==> src/sv/mie_pkg.sv <==
`timescale 1ns / 1ps

package mie_pkg;

  // Default operand width
  localparam int OPERAND_BITS_DEF = 31;

  // Controller states
  typedef enum logic [2:0] {
    ST_IDLE,
    ST_CHECK,
    ST_QUO,
    ST_UPDATE,
    ST_RED,
    ST_RDIV,
    ST_FINISH
  } mie_state_t;

  // Commands from controller to datapath
  typedef struct packed {
    logic load;       // take a new word into the working registers
    logic start_quo;  // start a Euclid division r0 / r1
    logic update;     // advance remainders and coefficients
    logic start_red;  // start reduction of the coefficient by the modulus
    logic publish;    // load the output register
  } mie_cmd_t;

  // Status from datapath to controller
  typedef struct packed {
    logic rem_zero;   // r1 is zero, Euclid loop is finished
    logic div_done;   // divider finished, remainder and product q * s1 ready
    logic mod_zero;   // modulus is zero, no reduction possible
    logic out_free;   // output register can take a word this cycle
  } mie_sts_t;

endpackage

==> src/sv/modular_inverse_ext_euclid.sv <==
`timescale 1ns / 1ps

// Channel  Valid      Stall      Fields
// in       in_valid   in_stall   value, modulus
// out      out_valid  out_stall  inverse, divisor, invertible
//
// One word at a time: each Euclid step is a loop test, a bit-serial division,
// its done flag and the update; accept, the last loop test, reduction and publish
// complete the word. The bit-serial divider dominates the time per word.
// rst is synchronous and clears the controller, the divider flags and out_valid.
// A held result does not block the next input word; a second one waits to publish.

module modular_inverse_ext_euclid #(
  parameter int OPERAND_BITS = mie_pkg::OPERAND_BITS_DEF
) (
  input  logic                    clk,
  input  logic                    rst,
  input  logic                    in_valid,
  output logic                    in_stall,
  input  logic [OPERAND_BITS-1:0] value,
  input  logic [OPERAND_BITS-1:0] modulus,
  output logic                    out_valid,
  input  logic                    out_stall,
  output logic [OPERAND_BITS-1:0] inverse,
  output logic [OPERAND_BITS-1:0] divisor,
  output logic                    invertible
);

  import mie_pkg::*;

  mie_cmd_t cmd;
  mie_sts_t sts;

  mie_ctrl u_ctrl (
    .clk      (clk),
    .rst      (rst),
    .in_valid (in_valid),
    .in_stall (in_stall),
    .sts      (sts),
    .cmd      (cmd)
  );

  mie_dp #(
    .N (OPERAND_BITS)
  ) u_dp (
    .clk        (clk),
    .rst        (rst),
    .cmd        (cmd),
    .sts        (sts),
    .value      (value),
    .modulus    (modulus),
    .out_valid  (out_valid),
    .out_stall  (out_stall),
    .inverse    (inverse),
    .divisor    (divisor),
    .invertible (invertible)
  );

endmodule

==> src/sv/mie_div.sv <==
`timescale 1ns / 1ps

module mie_div #(
  parameter int N  = 31,
  parameter int DW = 33
) (
  input  logic          clk,
  input  logic          rst,
  input  logic          start,
  input  logic [DW-1:0] dividend,
  input  logic [N-1:0]  divisor,
  output logic          step,
  output logic          qbit,
  output logic          done,
  output logic [N-1:0]  rem
);

  localparam int CNTW = $clog2(DW + 1);

  logic [DW-1:0]   dvd;
  logic [N-1:0]    dsr;
  logic [CNTW-1:0] cnt;
  logic            busy;
  logic [N:0]      trial;
  logic [N:0]      diff;
  logic            last;

  // Trial subtract of the shifted partial remainder
  assign trial = {rem, dvd[DW-1]};
  assign diff  = trial - {1'b0, dsr};
  assign qbit  = (trial >= {1'b0, dsr});
  assign step  = busy;
  assign last  = busy && (cnt == CNTW'(1));

  // Busy and done flags
  always_ff @(posedge clk) begin
    if (rst) begin
      busy <= 1'b0;
      done <= 1'b0;
    end else begin
      done <= last;
      if (start) begin
        busy <= 1'b1;
      end else if (last) begin
        busy <= 1'b0;
      end
    end
  end

  // One quotient bit per cycle, MSB first
  always_ff @(posedge clk) begin
    if (start) begin
      dvd <= dividend;
      dsr <= divisor;
      rem <= '0;
      cnt <= CNTW'(DW);
    end else if (busy) begin
      dvd <= {dvd[DW-2:0], 1'b0};
      rem <= qbit ? diff[N-1:0] : trial[N-1:0];
      cnt <= cnt - CNTW'(1);
    end
  end

endmodule

==> src/sv/mie_dp.sv <==
`timescale 1ns / 1ps

module mie_dp #(
  parameter int N = 31
) (
  input  logic                clk,
  input  logic                rst,
  input  mie_pkg::mie_cmd_t   cmd,
  output mie_pkg::mie_sts_t   sts,
  input  logic [N-1:0]        value,
  input  logic [N-1:0]        modulus,
  output logic                out_valid,
  input  logic                out_stall,
  output logic [N-1:0]        inverse,
  output logic [N-1:0]        divisor,
  output logic                invertible
);

  import mie_pkg::*;

  // Coefficients are two's complement, two bits wider than the operands
  localparam int DW = N + 2;

  logic [N-1:0]  r0;
  logic [N-1:0]  r1;
  logic [N-1:0]  m;
  logic [DW-1:0] s0;
  logic [DW-1:0] s1;
  logic [DW-1:0] acc;
  logic          sneg;

  logic          div_start;
  logic [DW-1:0] div_dividend;
  logic [N-1:0]  div_divisor;
  logic          div_step;
  logic          div_qbit;
  logic          div_done;
  logic [N-1:0]  div_rem;
  logic [DW-1:0] mag;
  logic [N-1:0]  inv_calc;

  // Shared divider: Euclid quotients and the final reduction
  mie_div #(
    .N  (N),
    .DW (DW)
  ) u_div (
    .clk      (clk),
    .rst      (rst),
    .start    (div_start),
    .dividend (div_dividend),
    .divisor  (div_divisor),
    .step     (div_step),
    .qbit     (div_qbit),
    .done     (div_done),
    .rem      (div_rem)
  );

  // Magnitude of the coefficient for reduction
  assign mag = s0[DW-1] ? ((~s0) + DW'(1)) : s0;

  assign div_start    = cmd.start_quo | cmd.start_red;
  assign div_dividend = cmd.start_red ? mag : {2'b00, r0};
  assign div_divisor  = cmd.start_red ? m : r1;

  // Working registers
  always_ff @(posedge clk) begin
    if (cmd.load) begin
      r0 <= value;
      r1 <= modulus;
      m  <= modulus;
      s0 <= DW'(1);
      s1 <= '0;
    end else if (cmd.update) begin
      r0 <= r1;
      r1 <= div_rem;
      s0 <= s1;
      s1 <= s0 - acc;
    end
  end

  // Accumulate q * s1 as quotient bits arrive
  always_ff @(posedge clk) begin
    if (cmd.start_quo) begin
      acc <= '0;
    end else if (div_step) begin
      acc <= {acc[DW-2:0], 1'b0} + (div_qbit ? s1 : '0);
    end
  end

  // Remember the sign of the coefficient being reduced
  always_ff @(posedge clk) begin
    if (cmd.start_red) begin
      sneg <= s0[DW-1];
    end
  end

  // Fold a negative coefficient back into 0..m-1; a zero modulus gives 0
  always_comb begin
    if (m == '0) begin
      inv_calc = '0;
    end else if (sneg && (div_rem != '0)) begin
      inv_calc = m - div_rem;
    end else begin
      inv_calc = div_rem;
    end
  end

  // Output register
  always_ff @(posedge clk) begin
    if (rst) begin
      out_valid <= 1'b0;
    end else if (cmd.publish) begin
      out_valid <= 1'b1;
    end else if (!out_stall) begin
      out_valid <= 1'b0;
    end
  end

  always_ff @(posedge clk) begin
    if (cmd.publish) begin
      inverse    <= inv_calc;
      divisor    <= r0;
      invertible <= (r0 == N'(1));
    end
  end

  assign sts.rem_zero = (r1 == '0);
  assign sts.div_done = div_done;
  assign sts.mod_zero = (m == '0);
  assign sts.out_free = !out_valid || !out_stall;

endmodule

==> src/sv/mie_ctrl.sv <==
`timescale 1ns / 1ps

module mie_ctrl (
  input  logic              clk,
  input  logic              rst,
  input  logic              in_valid,
  output logic              in_stall,
  input  mie_pkg::mie_sts_t sts,
  output mie_pkg::mie_cmd_t cmd
);

  import mie_pkg::*;

  mie_state_t state;
  mie_state_t state_next;

  // State register
  always_ff @(posedge clk) begin
    if (rst) begin
      state <= ST_IDLE;
    end else begin
      state <= state_next;
    end
  end

  // Next state
  always_comb begin
    state_next = state;
    case (state)
      ST_IDLE: begin
        if (in_valid) state_next = ST_CHECK;
      end
      ST_CHECK: begin
        state_next = sts.rem_zero ? ST_RED : ST_QUO;
      end
      ST_QUO: begin
        if (sts.div_done) state_next = ST_UPDATE;
      end
      ST_UPDATE: begin
        state_next = ST_CHECK;
      end
      ST_RED: begin
        state_next = sts.mod_zero ? ST_FINISH : ST_RDIV;
      end
      ST_RDIV: begin
        if (sts.div_done) state_next = ST_FINISH;
      end
      ST_FINISH: begin
        if (sts.out_free) state_next = ST_IDLE;
      end
      default: begin
        state_next = ST_IDLE;
      end
    endcase
  end

  // Commands
  always_comb begin
    cmd = '0;
    case (state)
      ST_IDLE:   cmd.load      = in_valid;
      ST_CHECK:  cmd.start_quo = !sts.rem_zero;
      ST_UPDATE: cmd.update    = 1'b1;
      ST_RED:    cmd.start_red = !sts.mod_zero;
      ST_FINISH: cmd.publish   = sts.out_free;
      default:   cmd = '0;
    endcase
  end

  assign in_stall = (state != ST_IDLE);

`ifndef SYNTH
  // Remainders advance only once the division has finished
  a_update_after_done: assert property (@(posedge clk) disable iff (rst)
    (state == ST_UPDATE) |-> $past(sts.div_done))
    else $error("update without a finished division");

  // Never overwrite a result that is still waiting
  a_publish_free: assert property (@(posedge clk) disable iff (rst)
    cmd.publish |-> sts.out_free)
    else $error("publish into a full output register");

  // A new word always starts with the loop test
  a_load_then_check: assert property (@(posedge clk) disable iff (rst)
    cmd.load |=> (state == ST_CHECK))
    else $error("load not followed by loop test");

  // Only one division start at a time
  a_single_start: assert property (@(posedge clk) disable iff (rst)
    !(cmd.start_quo && cmd.start_red))
    else $error("two division starts at once");
`endif

endmodule
==> config.mk <==
export PLATFORM = sky130hd
export DESIGN_NAME = modular_inverse_ext_euclid
export DESIGN_NICKNAME = d
export VERILOG_FILES = /design/src/sv/mie_pkg.sv /design/src/sv/modular_inverse_ext_euclid.sv /design/src/sv/mie_div.sv /design/src/sv/mie_dp.sv /design/src/sv/mie_ctrl.sv
export SDC_FILE = /design/constraint.sdc
export NUM_CORES = 1
export LEC_CHECK = 0
export ABC_AREA = 1
export BUFFER_PORTS_ARGS = -buffer_cell sky130_fd_sc_hd__buf_2
export CELL_PAD_IN_SITES_DETAIL_PLACEMENT = 1
export CELL_PAD_IN_SITES_GLOBAL_PLACEMENT = 1
export CORE_ASPECT_RATIO = 1.25
export CORE_MARGIN = 1.5
export CORE_UTILIZATION = 46
export DETAILED_ROUTE_END_ITERATION = 8
export GPL_TIMING_DRIVEN = 0
export MAX_ROUTING_LAYER = met4
export PLACE_DENSITY_LB_ADDON = 0.3
export SLEW_MARGIN = 20
export SYNTH_ARGS = -nofsm -noshare
export SYNTH_HDL_FRONTEND = slang
export SYNTH_SLANG_ARGS = --single-unit
==> constraint.sdc <==
create_clock -name clk -period 5.2 [get_ports clk]
set_input_delay 0.26 -clock clk [delete_from_list [all_inputs] [get_ports clk]]
set_output_delay 0.26 -clock clk [all_outputs]
set_load 0.02 [all_outputs]
==> impl_metrics.py <==
metrics = {
    "routing": {
        "vias_per_cell": 5.86,
        "ant_nets": 0,
        "wl_per_cell_um": 25.7,
        "vias": 23500,
        "drc": 0,
        "detail_route.iter0.violations": 1563,
        "wirelength_mm": 103,
        "drtPass1Iterations": 6,
    },
    "status": {
        "status": "finished with violations",
        "violations": "hold timing",
    },
    "floorplanning": {
        "design.core.area_um2": 49500,
        "num_rows": 91,
        "die_x_um": 203,
        "io_pins": 131,
        "die_area_um2": 51600,
        "die_height_um": 254,
        "start_util": 0.466,
    },
    "sta": {
        "min_period_ns": 5.02,
        "rsz0062_at_grt": "no",
        "fin_skew_ns": 0.0365,
        "hold_slack_ns": -0.000825,
        "worst_pin_slew_ns": 1.04,
        "fmax_ghz": 0.199,
        "fin_ws_ns": 0.181,
        "maxSlewViolCount": 0,
        "finalSetupViolCount": 0,
        "slew_headroom": 0.302,
        "period_share": 0.965,
        "finalHoldViolCount": 1,
    },
    "cts": {
        "clk_latency_ns": 0.61,
        "tritoncts": "done",
        "clk_pin_slew_ns": 0.07,
        "clockRootBuffer": "clkbuf_16",
        "cts_num_sinks": 363,
        "numCtsBuffers": 41,
        "post_cts_buffers": 0,
        "htree_levels": 2,
        "clockBufferDepth": 3,
    },
    "cells_and_area": {
        "final_common_cell": "nand2_1",
        "fin_area_um2": 26700,
        "multi_input_area_um2": 11700,
        "fillers": 6297,
        "final_core_util": 0.539,
        "final_nets": 3516,
        "seq_area_um2": 9480,
        "final_cell_mix": "nand2_1 (766), inv_1 (387), a21oi_1 (283)",
        "drive_gt1_frac": 0.0847,
        "area_growth_pct": 15.5,
    },
    "global_route": {
        "grt-ovfl-total": 0,
        "antenna_found_initial": 2,
        "grtUsageTotal": 0.409,
        "grt_max_degree": 41,
        "grt_pass1_vias": 25100,
        "grt_pass1_wl_mm": 152,
    },
    "synthesis": {
        "synth_edf_count": 221,
        "syn_area_per_cell_um2": 7.50,
        "yosysTopAreaCellShare": 0.287,
        "yosysSeqAreaShare": 0.410,
        "synth_cell_types": 48,
        "async_flop_share": 0,
        "synthesis.instances": 3082,
        "yosysWarningCount": 0,
        "yosysTopAreaCell": "edfxtp_1",
        "synth_nets": 3279,
        "ys_ff_latch": 363,
        "ys.flop_type": "edfxtp_1",
        "syn_area_um2": 23100,
        "yosys-top-cells-area": "edfxtp_1 (29%), nand2_1 (12%), dfxtp_1 (12%)",
    },
    "placement": {
        "io_buffer_count": 130,
        "place_congestion": 1.04,
        "placed_area_um2": 24700,
        "post-place-ws_ns": -0.0469,
        "dp_hpwl_mm": 78.6,
    },
    "setup_path": {
        "startpoint_type": "flop",
        "cp.required_ns": 5.68,
        "cp_max_fo": 10,
        "cp.arrival_ns": 5.50,
        "slowest_stage": "o21ai_1",
        "crit_type": "flop to flop",
        "cp-end-kind": "flop",
        "cpPeakStageDelay_ns": 0.58,
        "crit_top_cell": "nand2_1",
    },
    "worst_hold_path": {
        "min_path_type": "input pin to flop",
    },
    "flow_run": {
        "maxCapViolCount": 0,
    },
    "pwr": {
        "leakage_uw": 0.0121,
        "ir_worst_vdd_v": 0.000490,
        "power_density_nw_per_um2": 707,
    },
}
==> cells in the mapped netlist, types with 18 or more instances <==
library cell / count
dfxtp_1: 142
o21ai_0: 270
edfxtp_1: 221
o21bai_1: 25
a21o_1: 19
nor4_1: 35
o21ai_1: 18
nand3_1: 163
ha_1: 127
a21oi_1: 286
clkbuf_1: 45
xor2_1: 67
o211ai_1: 22
xnor2_1: 36
nor3_1: 39
nand2_1: 767
nor2_1: 264
inv_1: 387
buf_2: 34
==> routing by layer <==
layer,GRT usage,up-vias,wire length (um)
li1,-,10700,-
met4,0.357,0,10700
met5,-,-,0
met2,0.691,932,50100
met1,0.420,11400,36700
met3,0.0517,395,5590
==> worst max-delay path, delay by kind of cell, from the launching register on <==
kind	cells	cell delay, ns
AO/OA/AOI/OAI	2	0.65
adder cells (fa/ha/maj)	2	0.80
buffers and inverters	6	1.06
flip-flops	1	0.49
AND/OR/NAND/NOR	15	1.89
==> worst paths after layout <==
kind                                    startpoint      endpoint  slack, ns  depth (start not counted)
worst max-delay path            u_dp.u_div.dsr[18]  u_dp.acc[22]       0.18                         25
worst min-delay path                      value[3]    u_dp.r0[3]    -0.0008                          3
worst max register to register  u_dp.u_div.dsr[18]  u_dp.acc[22]       0.18                         25
worst min register to register         u_dp.s1[25]   u_dp.s0[25]       0.48                          2
==> per-stage QoR <==
step | std cells | hold slack [ns] | setup TNS (ns) | power (uW)
after floorplan | 3082 | 0.329 | 0 | 11500
final | 4005 | -0.000825 | 0 | 18900
after global placement | 3863 | 0.437 | -59.84 | 14800
after CTS | 4003 | 0.00287 | 0 | 18400
after global routing | 4004 | 0.0136 | 0 | 19800
after detailed placement | 3868 | 0.453 | -0.0469 | 15200
==> cell families (layout without fill, tap and decap cells) <==
| kind of cell | after synthesis | after routing | share of synthesized area |
|---|---|---|---|
| AO/OA/AOI/OAI | 682 | 682 | 0.160 |
| buffers and inverters | 490 | 760 | 0.0842 |
| adder cells (fa/ha/maj) | 131 | 131 | 0.0722 |
| XOR/XNOR | 103 | 103 | 0.0390 |
| flip-flops | 363 | 363 | 0.410 |
| AND/OR/NAND/NOR | 1313 | 1313 | 0.235 |
| other | 0 | 2 | 0 |
==> power by group <==
group | internal (uW) | switching [uW]
clock network | 1710 | 1380
logic | 3030 | 7410
registers | 4410 | 935
total | 9150 | 9720
==> state kept, by name (all words and copies together), names as in the netlist, 3 cells and up <==
register        cells
u_dp.r0            31
u_dp.s0            33
u_dp.divisor       31
u_dp.u_div.cnt      6
u_dp.m             31
u_dp.u_div.dsr     31
u_dp.u_div.dvd     33
u_dp.r1            31
u_dp.s1            33
u_dp.inverse       31
u_dp.acc           33
u_dp.u_div.rem     31
u_ctrl.state        3
==> layout make-up <==
cell class	count	area share
multi-input combinational	2229	0.439
sequential	363	0.355
inverter	397	0.0558
timing repair buffer	194	0.0511
clock buffer	54	0.0427
tap	651	0.0305
buffer	93	0.0172
clock inverter	22	0.00844
antenna	2	0.000187
==> repair_timing <==
action,CTS,global route
endpoints found under the setup margin,4,11
resized for setup,2,5
hold buffers,59,0
hold endpoints to repair,77,0
(Power assumes the default switching activity.)
